[config.mk]
export PLATFORM = sky130hd
export DESIGN_NAME = hsal_ctrl
export DESIGN_NICKNAME = d
export VERILOG_FILES = /design/src/hsal_pkg.sv /design/src/hsal_ctrl.sv
export VERILOG_INCLUDE_DIRS = /design/src /design/src/src
export SDC_FILE = /design/constraint.sdc
export NUM_CORES = 1
export LEC_CHECK = 0
export BUFFER_PORTS_ARGS = -buffer_cell sky130_fd_sc_hd__buf_2
export CAP_MARGIN = 10
export CORE_AREA = 10 10 48 50
export DETAILED_ROUTE_END_ITERATION = 10
export DIE_AREA = 0 0 58 60
export MAX_ROUTING_LAYER = met4
export PLACE_DENSITY = 0.87
export SLEW_MARGIN = 10
export SYNTH_ARGS = -nofsm -noshare
export SYNTH_HDL_FRONTEND = slang
export SYNTH_SLANG_ARGS = --single-unit
[constraint.sdc]
create_clock -name clk -period 4.5 [get_ports clk]
set_input_delay 0.225 -clock clk [delete_from_list [all_inputs] [get_ports clk]]
set_output_delay 0.225 -clock clk [all_outputs]
set_load 0.02 [all_outputs]
[src/hermite_spline_arc_length_assert.svh]
// assertion macros for the hermite spline arc length block
// used by the controller, no other dependencies
`ifndef HERMITE_SPLINE_ARC_LENGTH_ASSERT_SVH
`define HERMITE_SPLINE_ARC_LENGTH_ASSERT_SVH

// same-cycle implication, checked outside reset
`define HSAL_ASSERT_IMPL(label, clk, rst_n, ante, cons, msg) \
  label: assert property (@(posedge clk) disable iff (!rst_n) (ante) |-> (cons)) \
    else $error(msg);

// next-cycle implication, checked outside reset
`define HSAL_ASSERT_NEXT(label, clk, rst_n, ante, cons, msg) \
  label: assert property (@(posedge clk) disable iff (!rst_n) (ante) |=> (cons)) \
    else $error(msg);

`endif

[src/hsal_pkg.sv]
// types, widths, op codes and quadrature tables for the spline length block
// no dependencies
package hsal_pkg;

  localparam int CW        = 32;          // coordinate width
  localparam int DW        = CW + 7;      // signed width of c1, c2, u, d
  localparam int MW        = DW;          // magnitude width
  localparam int CH        = 16;          // multiplier digit width
  localparam int Q30_STEPS = (30 + CH - 1) / CH;
  localparam int SQ_STEPS  = (MW + CH - 1) / CH;
  localparam int BW        = CH * SQ_STEPS;
  localparam int PW        = MW + BW;
  localparam int SW        = 2 * DW;      // sum of squares
  localparam int RMW       = DW + 3;      // sqrt partial remainder
  localparam int ACW       = DW + 3;      // quadrature accumulator
  localparam int NW        = ACW + 1;     // dividend of the metre scaling
  localparam int STW       = $clog2(NW + 1);
  localparam int SEGW      = 32;
  localparam int TOTW      = 40;

  // divide by 200: drop three bits, then multiply by ceil(2^44 / 25) and keep bits from 44 up
  localparam logic [7:0]  DIV_HALF  = 8'd100;
  localparam logic [47:0] DIV_RECIP = 48'd703687441777;
  localparam int          DIV_SHIFT = 44;

  localparam logic [1:0] LAST_AXIS = 2'd2;
  localparam logic [2:0] LAST_NODE = 3'd4;

  localparam logic [2:0] OP_NONE = 3'd0;
  localparam logic [2:0] OP_C1   = 3'd1;
  localparam logic [2:0] OP_U    = 3'd2;
  localparam logic [2:0] OP_SQ   = 3'd3;
  localparam logic [2:0] OP_W    = 3'd4;
  localparam logic [2:0] OP_SQRT = 3'd5;
  localparam logic [2:0] OP_DIV  = 3'd6;

  typedef struct packed {
    logic                 first_point;
    logic signed [CW-1:0] loc_x;
    logic signed [CW-1:0] loc_y;
    logic signed [CW-1:0] loc_z;
    logic signed [CW-1:0] arrive_x;
    logic signed [CW-1:0] arrive_y;
    logic signed [CW-1:0] arrive_z;
    logic signed [CW-1:0] leave_x;
    logic signed [CW-1:0] leave_y;
    logic signed [CW-1:0] leave_z;
  } in_word_t;

  typedef struct packed {
    logic [SEGW-1:0] segment_length;
    logic [TOTW-1:0] total_length;
  } out_word_t;

  typedef struct packed {
    logic       load;
    logic       restart;
    logic       coef;
    logic       finish;
    logic       sum_clr;
    logic [2:0] op;
    logic [2:0] node;
    logic [1:0] axis;
  } dp_cmd_t;

  typedef struct packed {
    logic last;
    logic out_free;
  } dp_stat_t;

  function automatic logic [29:0] node_alpha(input logic [2:0] k);
    logic [29:0] r;
    unique case (k)
      3'd0:    r = 30'd536870912;
      3'd1:    r = 30'd247782407;
      3'd2:    r = 30'd825959417;
      3'd3:    r = 30'd50369310;
      3'd4:    r = 30'd1023372514;
      default: r = '0;
    endcase
    return r;
  endfunction

  function automatic logic [29:0] node_weight(input logic [2:0] k);
    logic [29:0] r;
    unique case (k)
      3'd0:    r = 30'd610839795;
      3'd1:    r = 30'd513923622;
      3'd2:    r = 30'd513923622;
      3'd3:    r = 30'd254398300;
      3'd4:    r = 30'd254398300;
      default: r = '0;
    endcase
    return r;
  endfunction

  function automatic logic [STW-1:0] step_last(input logic [2:0] op);
    logic [STW-1:0] r;
    unique case (op)
      OP_SQ, OP_DIV: r = STW'(SQ_STEPS - 1);
      OP_SQRT:       r = STW'(DW - 1);
      default:       r = STW'(Q30_STEPS - 1);
    endcase
    return r;
  endfunction

  function automatic logic [MW-1:0] mag(input logic signed [DW-1:0] x);
    logic signed [DW-1:0] n;
    n = -x;
    return x[DW-1] ? $unsigned(n) : $unsigned(x);
  endfunction

endpackage

[src/hsal_ctrl.sv]
// controller: sequences coefficients, five nodes of three axes, sqrt, scaling
// depends on hsal_pkg and hermite_spline_arc_length_assert.svh
`include "hermite_spline_arc_length_assert.svh"

module hsal_ctrl (
  input  logic               clk,
  input  logic               rst_n,
  input  logic               in_valid,
  input  logic               in_first,
  output logic               in_stall,
  input  hsal_pkg::dp_stat_t stat,
  output hsal_pkg::dp_cmd_t  cmd
);

  localparam logic [3:0] S_IDLE = 4'd0;
  localparam logic [3:0] S_COEF = 4'd1;
  localparam logic [3:0] S_M1   = 4'd2;
  localparam logic [3:0] S_M2   = 4'd3;
  localparam logic [3:0] S_SQ   = 4'd4;
  localparam logic [3:0] S_SQRT = 4'd5;
  localparam logic [3:0] S_MW   = 4'd6;
  localparam logic [3:0] S_DIV  = 4'd7;
  localparam logic [3:0] S_FIN  = 4'd8;

  logic [3:0] state_r, state_nxt;
  logic [2:0] node_r, node_nxt;
  logic [1:0] axis_r, axis_nxt;
  logic       have_prev_r, have_prev_nxt;
  logic       accept;

  assign in_stall = state_r != S_IDLE;
  assign accept   = in_valid && !in_stall;

  always_comb begin
    state_nxt     = state_r;
    node_nxt      = node_r;
    axis_nxt      = axis_r;
    have_prev_nxt = have_prev_r;
    cmd           = '0;
    cmd.node      = node_r;
    cmd.axis      = axis_r;
    unique case (state_r)
      S_IDLE: begin
        if (accept) begin
          cmd.load = 1'b1;
          if (in_first || !have_prev_r) begin
            cmd.restart   = 1'b1;
            have_prev_nxt = 1'b1;
          end else begin
            state_nxt = S_COEF;
          end
        end
      end
      S_COEF: begin
        cmd.coef  = 1'b1;
        node_nxt  = '0;
        axis_nxt  = '0;
        state_nxt = S_M1;
      end
      S_M1: begin
        cmd.op = hsal_pkg::OP_C1;
        if (stat.last) state_nxt = S_M2;
      end
      S_M2: begin
        cmd.op = hsal_pkg::OP_U;
        if (stat.last) state_nxt = S_SQ;
      end
      S_SQ: begin
        cmd.op      = hsal_pkg::OP_SQ;
        cmd.sum_clr = axis_r == '0;
        if (stat.last) begin
          if (axis_r == hsal_pkg::LAST_AXIS) begin
            axis_nxt  = '0;
            state_nxt = S_SQRT;
          end else begin
            axis_nxt  = axis_r + 2'd1;
            state_nxt = S_M1;
          end
        end
      end
      S_SQRT: begin
        cmd.op = hsal_pkg::OP_SQRT;
        if (stat.last) state_nxt = S_MW;
      end
      S_MW: begin
        cmd.op = hsal_pkg::OP_W;
        if (stat.last) begin
          if (node_r == hsal_pkg::LAST_NODE) begin
            state_nxt = S_DIV;
          end else begin
            node_nxt  = node_r + 3'd1;
            state_nxt = S_M1;
          end
        end
      end
      S_DIV: begin
        cmd.op = hsal_pkg::OP_DIV;
        if (stat.last) state_nxt = S_FIN;
      end
      S_FIN: begin
        if (stat.out_free) begin
          cmd.finish = 1'b1;
          state_nxt  = S_IDLE;
        end
      end
      default: begin
        state_nxt = S_IDLE;
      end
    endcase
  end

  always_ff @(posedge clk) begin
    if (!rst_n) begin
      state_r     <= S_IDLE;
      node_r      <= '0;
      axis_r      <= '0;
      have_prev_r <= 1'b0;
    end else begin
      state_r     <= state_nxt;
      node_r      <= node_nxt;
      axis_r      <= axis_nxt;
      have_prev_r <= have_prev_nxt;
    end
  end

  `HSAL_ASSERT_NEXT(a_restart_stays_idle, clk, rst_n, accept && (in_first || !have_prev_r), state_r == S_IDLE, "restart word started a segment")
  `HSAL_ASSERT_IMPL(a_node_range, clk, rst_n, 1'b1, node_r <= hsal_pkg::LAST_NODE, "node index out of range")
  `HSAL_ASSERT_IMPL(a_axis_range, clk, rst_n, 1'b1, axis_r <= hsal_pkg::LAST_AXIS, "axis index out of range")
  `HSAL_ASSERT_NEXT(a_div_to_fin, clk, rst_n, state_r == S_DIV && stat.last, state_r == S_FIN, "divide did not hand over to finish")
  `HSAL_ASSERT_IMPL(a_busy_has_prev, clk, rst_n, state_r != S_IDLE, have_prev_r, "segment work without a previous point")

endmodule

==> run summary, run 1 <==
num ports = 20
switch share = 37.60%
minimum clock period = 1.978 ns
Comb pwr share = 40.9%
leakage power = 0.3420 nW
Routed WL = 1.729 mm
fin. max-slew vios = 0
fraction of layout cells with a size suffix above 1 = 29.00%
total grt overflow = 0
Post-Synthesis Net Count = 92
Buf/Inv on CP = 1
synthesized area = 695.7 sq um
Total GRT Usage = 10.50%
RePlAce Congestion = 0.8586
count of state elements after synthesis = 10
Area contributors post-synth = dfxtp_1, nor2_1, o32ai_4
RSZ-0062 raised after global routing = false
clock share of power = 20.8%
count leader, synth = dfxtp_1
dpl cells = 113
Reg power frac = 38.3%
CTS tree = done
maximum clock path buffer count = 2
Pwr Total = 0.2848 mW
vias in the first global route = 693
core area = 0.001436 sq mm
CP max-delay cell = dfxtp_1
final setup vio count = 0
Post-synth EDFFs = 0
post-route insts no fill = 116
DIE HEIGHT = 60 um
Post-Route Setup TNS = 0 ns
initial antenna violation count = 0
Mapped Avg Cell Area = 8.282 sq um
DRT Pass-1 Iters = 4
die footprint = 0.003480 sq mm
commonest cells in the netlist = dfxtp_1, nor2_1, a21oi_1, nand2_1
CP Capture Type = output port
Worst-Margin Slew = 0.4446 ns
Hold Path Class = in -> reg
CP delay by family, top = simple AND/OR/NAND/NOR gates
clk_lat worst skew = 0.26 ns
port bufs = 19
post-synth top area cell = dfxtp_1
drt first-iter violations = 20
internal power = 0.1777 mW
average wire per standard cell = 14.91 um
post-CTS sizing = 0
post-CTS setup buffer count = 0
FFs w/ async S/R, synth = 0%
post-synthesis sequential area ratio = 28.78%
Synth cell types = 42
Final period util = 43.96%
CTS Hold Bufs = 0
Levels on crit path = 3
CP cell instances = or4b_1, nor3_1, buf_2
Max H-tree Level = 1
ant diodes = 0
first-pass GRT wire length = 2.856 mm
CTS root buf = clkbuf_4
nets@finish = 110
Via-to-Cell Ratio = 5.845
status = completed
vias = 678
Antenna Nets Post-Route = 0
crit path kind = reg -> out
PwrDens = 354.6 mW/mm^2
CTS buffer count = 3
worst slack at placement = 2.692 ns
maximum vdd ir drop = 0.0002149 V
crit start category = flip-flop
worst-path fanout max = 15
critical path's largest stage delay = 0.59 ns
Starting Density = 48.43%
top cell type's share of synthesized area = 28.78%
Die X = 58 um
area grow syn2layout = 15.47%
Main synth FF type = dfxtp_1
Row Count = 14
DRC errors left = 0
WP data arrival = 1.75 ns
FMAX = 505.5 MHz
Worst slew margin = 70.32%
Worst Path Required = 4.28 ns
FF-to-FF path depth = 4
Clock Sinks = 10
largest net degree at the start of global routing = 16
yosys warns = 0
final hold viol count = 0
worst hold stages = 3
Worst-path clk slew = 0.06 ns
Syn Inst Count = 84
hpwl dp = 1.359 mm
Max-Cap Viols = 0
Layout Skew = 0.001869 ns
sw power = 0.1071 mW
final worst slack = 2.522 ns
-- power by group through the flow --
stage	clock network, mW	logic (mW)	registers (mW)
6_report	0.0593	0.116	0.109
5_1_grt	0.0658	0.127	0.111
2_1_floorplan	0	0.102	0.0995
3_3_place_gp	0	0.114	0.110
3_5_place_dp	0	0.117	0.111
4_1_cts	0.0616	0.118	0.108
-- path summary, 6_finish.rpt --
| check | endpoint | slack (ns) | startpoint |
|---|---|---|---|
| hold reg to reg | have_prev_r | 0.49 | have_prev_r |
| setup / recovery | cmd[8] | 2.52 | state_r[2] |
| setup reg to reg | axis_r[1] | 2.66 | state_r[2] |
| hold / removal | node_r[2] | 0.28 | rst_n |
-- per-stage QoR --
stage	hold WS, ns	util, %	instance area (sq um)
floorplan	0.4082	-	695.7
global placement	0.4599	54.36	780.7
detailed placement	0.4845	54.36	780.7
CTS	0.2721	55.92	803.3
global route	0.3014	55.92	803.3
finish	0.2818	55.92	803.3
-- layer usage --
layer,track usage (%),up-vias,routed length [um]
li1,-,336,-
met1,10.06,316,678
met5,-,-,0
met2,18.25,24,906
met3,2.331,2,118
met4,7.718,0,25
-- registers in the layout, summed over array words and instances, names as in the netlist --
signal       count
node_r           3
state_r          4
axis_r           2
have_prev_r      1
-- worst reg2reg max path, cell delays in order (launching register included) --
cell and delay, ns:
dfxtp_1 0.59, or4b_1 0.55, a211oi_1 0.33, a22oi_1 0.15, nor2b_1 0.15
-- final cells by class --
cell class / count / area, sq um
clock buffer: 3 / 22.52
sequential: 10 / 200.2
multi-input combinational: 63 / 445.4
fill: 142 / 633.1
inverter: 5 / 20.02
timing repair buffer: 19 / 95.09
tap: 16 / 20.02
-- cells in the final DEF (no fill, tap or decap), drive strengths merged, types with 3 or more instances in the layout --
cell type / count
dfxtp: 10
nand2: 5
o21ai: 4
buf: 19
clkbuf: 3
nor2b: 3
nor2: 9
nand2b: 3
a21oi: 6
inv: 4
-- cells by family (layout without fill, tap and decap cells) --
logic type | Yosys count | after routing | synth area share (%)
mux | 2 | 2 | 2.878
compound gates | 22 | 22 | 24.10
buf+inv | 11 | 27 | 7.193
fa+ha+maj | 2 | 2 | 3.597
xor+xnor | 1 | 1 | 1.259
simple gates | 36 | 36 | 32.20
flops | 10 | 10 | 28.78
Power figures use the tool's default switching activity.
==> run 2: changes to the inputs <==
--- a/config.mk
+++ b/config.mk
@@ -8,11 +8,11 @@
 export LEC_CHECK = 0
 export BUFFER_PORTS_ARGS = -buffer_cell sky130_fd_sc_hd__buf_2
 export CAP_MARGIN = 10
-export CORE_AREA = 10 10 48 50
+export CORE_AREA = 10 10 49 51
 export DETAILED_ROUTE_END_ITERATION = 10
-export DIE_AREA = 0 0 58 60
+export DIE_AREA = 0 0 59 61
 export MAX_ROUTING_LAYER = met4
-export PLACE_DENSITY = 0.87
+export PLACE_DENSITY = 0.83
 export SLEW_MARGIN = 10
 export SYNTH_ARGS = -nofsm -noshare
 export SYNTH_HDL_FRONTEND = slang
==> constraint.sdc (replaced) <==
create_clock -name clk -period 1.9 [get_ports clk]
set_input_delay 0.095 -clock clk [delete_from_list [all_inputs] [get_ports clk]]
set_output_delay 0.095 -clock clk [all_outputs]
set_load 0.02 [all_outputs]
==> run summary, run 2 (same netlist as run 1, synthesis figures left out) <==
Worst-path clk slew = 0.07 ns (about the same)
fraction of layout cells with a size suffix above 1 = 31.07% (+2.1 points)
post-CTS sizing = 0 (unchanged)
CTS tree = done
CP delay by family, top = simple AND/OR/NAND/NOR gates
num ports = 20 (unchanged)
vias in the first global route = 705 (+1.7%)
Max-Cap Viols = 0 (unchanged)
largest register by flop count = state_r
crit start category = flip-flop
Clock Sinks = 10 (unchanged)
CTS Hold Bufs = 0 (unchanged)
Util after Layout = 56.12% (+0.20 points)
final hold viol count = 0 (unchanged)
core area = 0.001471 sq mm (+2.4%)
initial antenna violation count = 0 (unchanged)
Via-to-Cell Ratio = 5.689 (-2.7%)
R2R Path Start = state_r[0]
max reg flops = 4 (unchanged)
Total GRT Usage = 10.19% (-0.31 points)
nets@finish = 113 (+2.7%)
crit path kind = reg -> reg
most common cell after layout, fill and taps aside = buf_2
CTS buffer count = 3 (unchanged)
Layout Skew = 0.009316 ns (+0.007447 ns)
Final period util = 94.24%
worst-path fanout max = 12 (-3)
DIE HEIGHT = 61 um (+1.7%)
maximum vdd ir drop = 0.0003963 V (+84%)
Die X = 59 um (+1.7%)
clk_lat worst skew = 0.26 ns (about the same)
Post-Route Setup TNS = 0 ns (unchanged)
final hold slack = 0.1512 ns (-0.1305 ns)
CP cell instances = or4b_4, clkinv_2, a21oi_2, or4_1, a21boi_1
RSZ-0062 raised after global routing = false
Levels on crit path = 5 (+2)
minimum clock period = 1.791 ns
post-CTS setup buffer count = 0 (unchanged)
CP Capture Type = flip-flop
WP data arrival = 1.98 ns (+0.23 ns)
Antenna Nets Post-Route = 0 (unchanged)
number of fill cells = 145 (+2.1%)
CP max-delay cell = or4b_4
crit path from = state_r[0]
fin. max-slew vios = 0 (unchanged)
total grt overflow = 0 (unchanged)
Buf/Inv on CP = 1 (unchanged)
Worst-Margin Slew = 0.3385 ns (-0.1061 ns)
largest net degree at the start of global routing = 13 (-3)
RePlAce Congestion = 0.9003 (+4.9%)
status = completed
Largest regs = state_r (4), node_r (3), axis_r (2)
vias = 677 (-0.15%)
Max H-tree Level = 1 (unchanged)
Row Count = 14 (unchanged)
crit path to = node_r[0]
port bufs = 19 (unchanged)
FF-to-FF path depth = 5 (+1)
first-pass GRT wire length = 2.980 mm (+4.3%)
leakage power = 0.3584 nW (+4.8%)
PwrDens = 820.5 mW/mm^2 (+130%)
most frequent cells in the layout = buf_2, dfxtp_1, nor2_1
Hold Path Class = in -> reg
Worst Path Required = 2.09 ns (-2.19 ns)
drt first-iter violations = 13 (-35%)
ant diodes = 0 (unchanged)
CTS root buf = clkbuf_4
area of the multi-input gates = 445.4 sq um (unchanged)
hpwl dp = 1.392 mm (+2.4%)
FMAX = 558.5 MHz
final setup vio count = 0 (unchanged)
Routed WL = 1.736 mm (+0.40%)
average wire per standard cell = 14.59 um (-2.1%)
DRC errors left = 0 (unchanged)
critical path's largest stage delay = 0.54 ns (-0.05 ns)
maximum clock path buffer count = 2 (unchanged)
FF+latch area = 200.2 sq um (unchanged)
area grow syn2layout = 18.71%
die footprint = 0.003599 sq mm (+3.4%)
DRT Pass-1 Iters = 4 (unchanged)
Worst slew margin = 77.40% (+7.1 points)
Starting Density = 47.28% (-1.2 points)
flop2flop setup slack = 0.11 ns (-2.55 ns)
r2r endpoint = node_r[0]
run 2: changes by cell type in the layout (fill, tap and decap cells not counted):
cell	change
buf_4	+3
run 2: how the worst min path moves through the flow:
stage,cells after the start,start,endpoint
global route,2,rst_n,have_prev_r
finish,2,rst_n,have_prev_r
CTS,2,rst_n,have_prev_r
global placement,3,rst_n,node_r[2]
detailed placement,3,rst_n,node_r[2]
floorplan,2,stat[1],node_r[1]
run 2: routing by layer:
metal / vias to the layer above / routed length, um / GRT usage (%)
met5: - / 0 / -
met4: 0 / 16 / 4.262
met3: 2 / 77 / 2.296
met2: 16 / 925 / 17.87
met1: 317 / 717 / 10.74
li1: 342 / - / -
run 2: through the flow:
stage / setup WS [ns] / instance area, sq um / cells / power, mW
floorplan: 0.2106 / 695.7 / 84 / 0.4761
global placement: 0.2050 / 803.3 / 116 / 0.5307
detailed placement: 0.1378 / 803.3 / 116 / 0.5419
CTS: 0.1186 / 825.8 / 119 / 0.6821
global route: 0.001203 / 825.8 / 119 / 0.7237
finish: 0.1094 / 825.8 / 119 / 0.6776
run 2: cell type report:
class,count,share of cell area (%)
Inverter,5,2.424
Clock buffer,3,2.727
Multi-Input combinational cell,63,53.94
Sequential cell,10,24.24
Tap cell,16,2.424
Timing Repair Buffer,22,14.24
run 2: report_power, final:
group | switching (mW) | total (mW) | internal, mW
registers | 0.0275 | 0.252 | 0.224
logic | 0.159 | 0.286 | 0.127
clock network | 0.0675 | 0.140 | 0.0728
total | 0.254 | 0.678 | 0.424
==> run 3: changes to the inputs <==
--- a/config.mk
+++ b/config.mk
@@ -8,9 +8,9 @@
 export LEC_CHECK = 0
 export BUFFER_PORTS_ARGS = -buffer_cell sky130_fd_sc_hd__buf_2
 export CAP_MARGIN = 10
-export CORE_AREA = 10 10 49 51
+export CORE_AREA = 2 2 41 43
 export DETAILED_ROUTE_END_ITERATION = 10
-export DIE_AREA = 0 0 59 61
+export DIE_AREA = 0 0 43 45
 export MAX_ROUTING_LAYER = met4
 export PLACE_DENSITY = 0.83
 export SLEW_MARGIN = 10
==> run summary, run 3 (same netlist as run 1, synthesis figures left out) <==
total grt overflow = 0 (unchanged)
Buf/Inv on CP = 2 (+1)
initial antenna violation count = 0 (unchanged)
post-CTS sizing = 0 (unchanged)
largest register by flop count = state_r
leakage power = 0.3708 nW (+3.5%)
PwrDens = 872.2 mW/mm^2 (+6.3%)
RePlAce Congestion = 0.8380 (-6.9%)
largest net degree at the start of global routing = 11 (-2)
post-CTS setup buffer count = 0 (unchanged)
average wire per standard cell = 12.72 um (-13%)
Pwr Total = 0.7388 mW (+9.0%)
Die X = 43 um (-27%)
Routed WL = 1.539 mm (-11%)
port bufs = 19 (unchanged)
Clock Sinks = 10 (unchanged)
Antenna Nets Post-Route = 0 (unchanged)
Via-to-Cell Ratio = 5.727 (+0.67%)
final setup vio count = 0 (unchanged)
most frequent cells in the layout = buf_2, dfxtp_1, nor2_1
most common cell after layout, fill and taps aside = buf_2
dpl cells = 117 (+0.86%)
critical path's largest stage delay = 0.55 ns (about the same)
num ports = 20 (unchanged)
maximum vdd ir drop = 0.0004372 V (+10%)
Starting Density = 47.28% (unchanged)
Worst slew margin = 79.09% (+1.7 points)
nets@finish = 114 (+0.88%)
maximum clock path buffer count = 2 (unchanged)
core area = 0.001471 sq mm (unchanged)
CTS tree = done
Layout Skew = 0.002120 ns (-0.007196 ns)
DRT Pass-1 Iters = 4 (unchanged)
Hold Startpoint = rst_n
max reg flops = 4 (unchanged)
Max-Cap Viols = 0 (unchanged)
CP delay by family, top = simple AND/OR/NAND/NOR gates
worst-path fanout max = 10 (-2)
final hold viol count = 0 (unchanged)
FMAX = 569.3 MHz (+1.9%)
Max H-tree Level = 1 (unchanged)
CTS buffer count = 3 (unchanged)
Row Count = 14 (unchanged)
CTS root buf = clkbuf_4
Final period util = 92.46% (-1.8 points)
CTS Hold Bufs = 0 (unchanged)
R2R Path Start = state_r[3]
Worst-path clk slew = 0.07 ns (about the same)
fraction of layout cells with a size suffix above 1 = 32.38% (+1.3 points)
CP Capture Type = output port
minimum clock period = 1.757 ns (-0.03386 ns)
crit path kind = reg -> out
ant diodes = 0 (unchanged)
vias in the first global route = 617 (-12%)
WP data arrival = 1.66 ns (-0.32 ns)
DRC errors left = 0 (unchanged)
fin. max-slew vios = 0 (unchanged)
CP cell instances = buf_4, or4_4, nor3_1, buf_2
clk_lat worst skew = 0.27 ns (about the same)
crit path from = state_r[0]
Largest regs = state_r (4), node_r (3), axis_r (2)
Post-Route Setup TNS = 0 ns (unchanged)
hpwl dp = 1.203 mm (-14%)
RSZ-0062 raised after global routing = false
Hold Path Class = in -> reg
area grow syn2layout = 21.76%
CP max-delay cell = or4_4
first-pass GRT wire length = 2.532 mm (-15%)
crit start category = flip-flop
post-route insts no fill = 121 (+1.7%)
status = completed
drt first-iter violations = 12 (-1)
Worst-Margin Slew = 0.3137 ns (-0.02482 ns)
DIE HEIGHT = 45 um (-26%)
die footprint = 0.001935 sq mm (-46%)
vias = 693 (+2.4%)
Worst Path Required = 1.80 ns (-0.29 ns)
Total GRT Usage = 18.06% (+7.9 points)
run 3: cell count changes in the layout (fill, tap and decap cells not counted):
cell	previous run	this run
clkbuf_8	0	1
buf_4	3	4
run 3: layout make-up:
class,instances,area [sq um]
Clock buffer,4,36.28
Fill cell,152,624.3
Tap cell,16,20.02
Multi-Input combinational cell,63,445.4
Inverter,5,20.02
Sequential cell,10,200.2
Timing Repair Buffer,23,125.1
run 3: report_power, final:
group	total, mW	internal [mW]	switching, mW
clock	0.193	0.116	0.0766
sequential	0.235	0.224	0.0109
combinational	0.311	0.136	0.174
total	0.739	0.477	0.262
run 3: worst reg2reg max path, stage by stage (launching register included):
cell      delay, ns
dfxtp_1        0.37
or4b_4         0.59
clkinv_2       0.09
a21oi_2        0.05
or4_1          0.40
a21boi_1       0.12
run 3: path summary, 6_finish.rpt:
check	slack [ns]	cells past startpoint	end
max	0.14	4	cmd[11]
min	0.14	3	node_r[2]
max reg2reg	0.23	5	node_r[0]
min reg2reg	0.51	2	state_r[1]
run 3: metrics by stage:
stage	setup slack, ns	hold slack (ns)	utilization, %	cell area, sq um
2_1_floorplan	0.2106	0.2782	-	695.7
3_3_place_gp	0.2726	0.4171	55.10	810.8
3_5_place_dp	0.2418	0.4222	55.10	810.8
4_1_cts	0.1247	0.1313	57.57	847.1
5_1_grt	0.05137	0.1408	57.57	847.1
6_report	0.1433	0.1393	57.57	847.1
run 3: per-layer routing:
layer  global-route usage, %  part of all wire [%]  up-vias
li1                        -                     -      348
met1                   20.39                    42      323
met2                   31.52                    54       22
met3                   2.400                   4.0        0
met4                   9.091                     0        0
met5                       -                     0        -
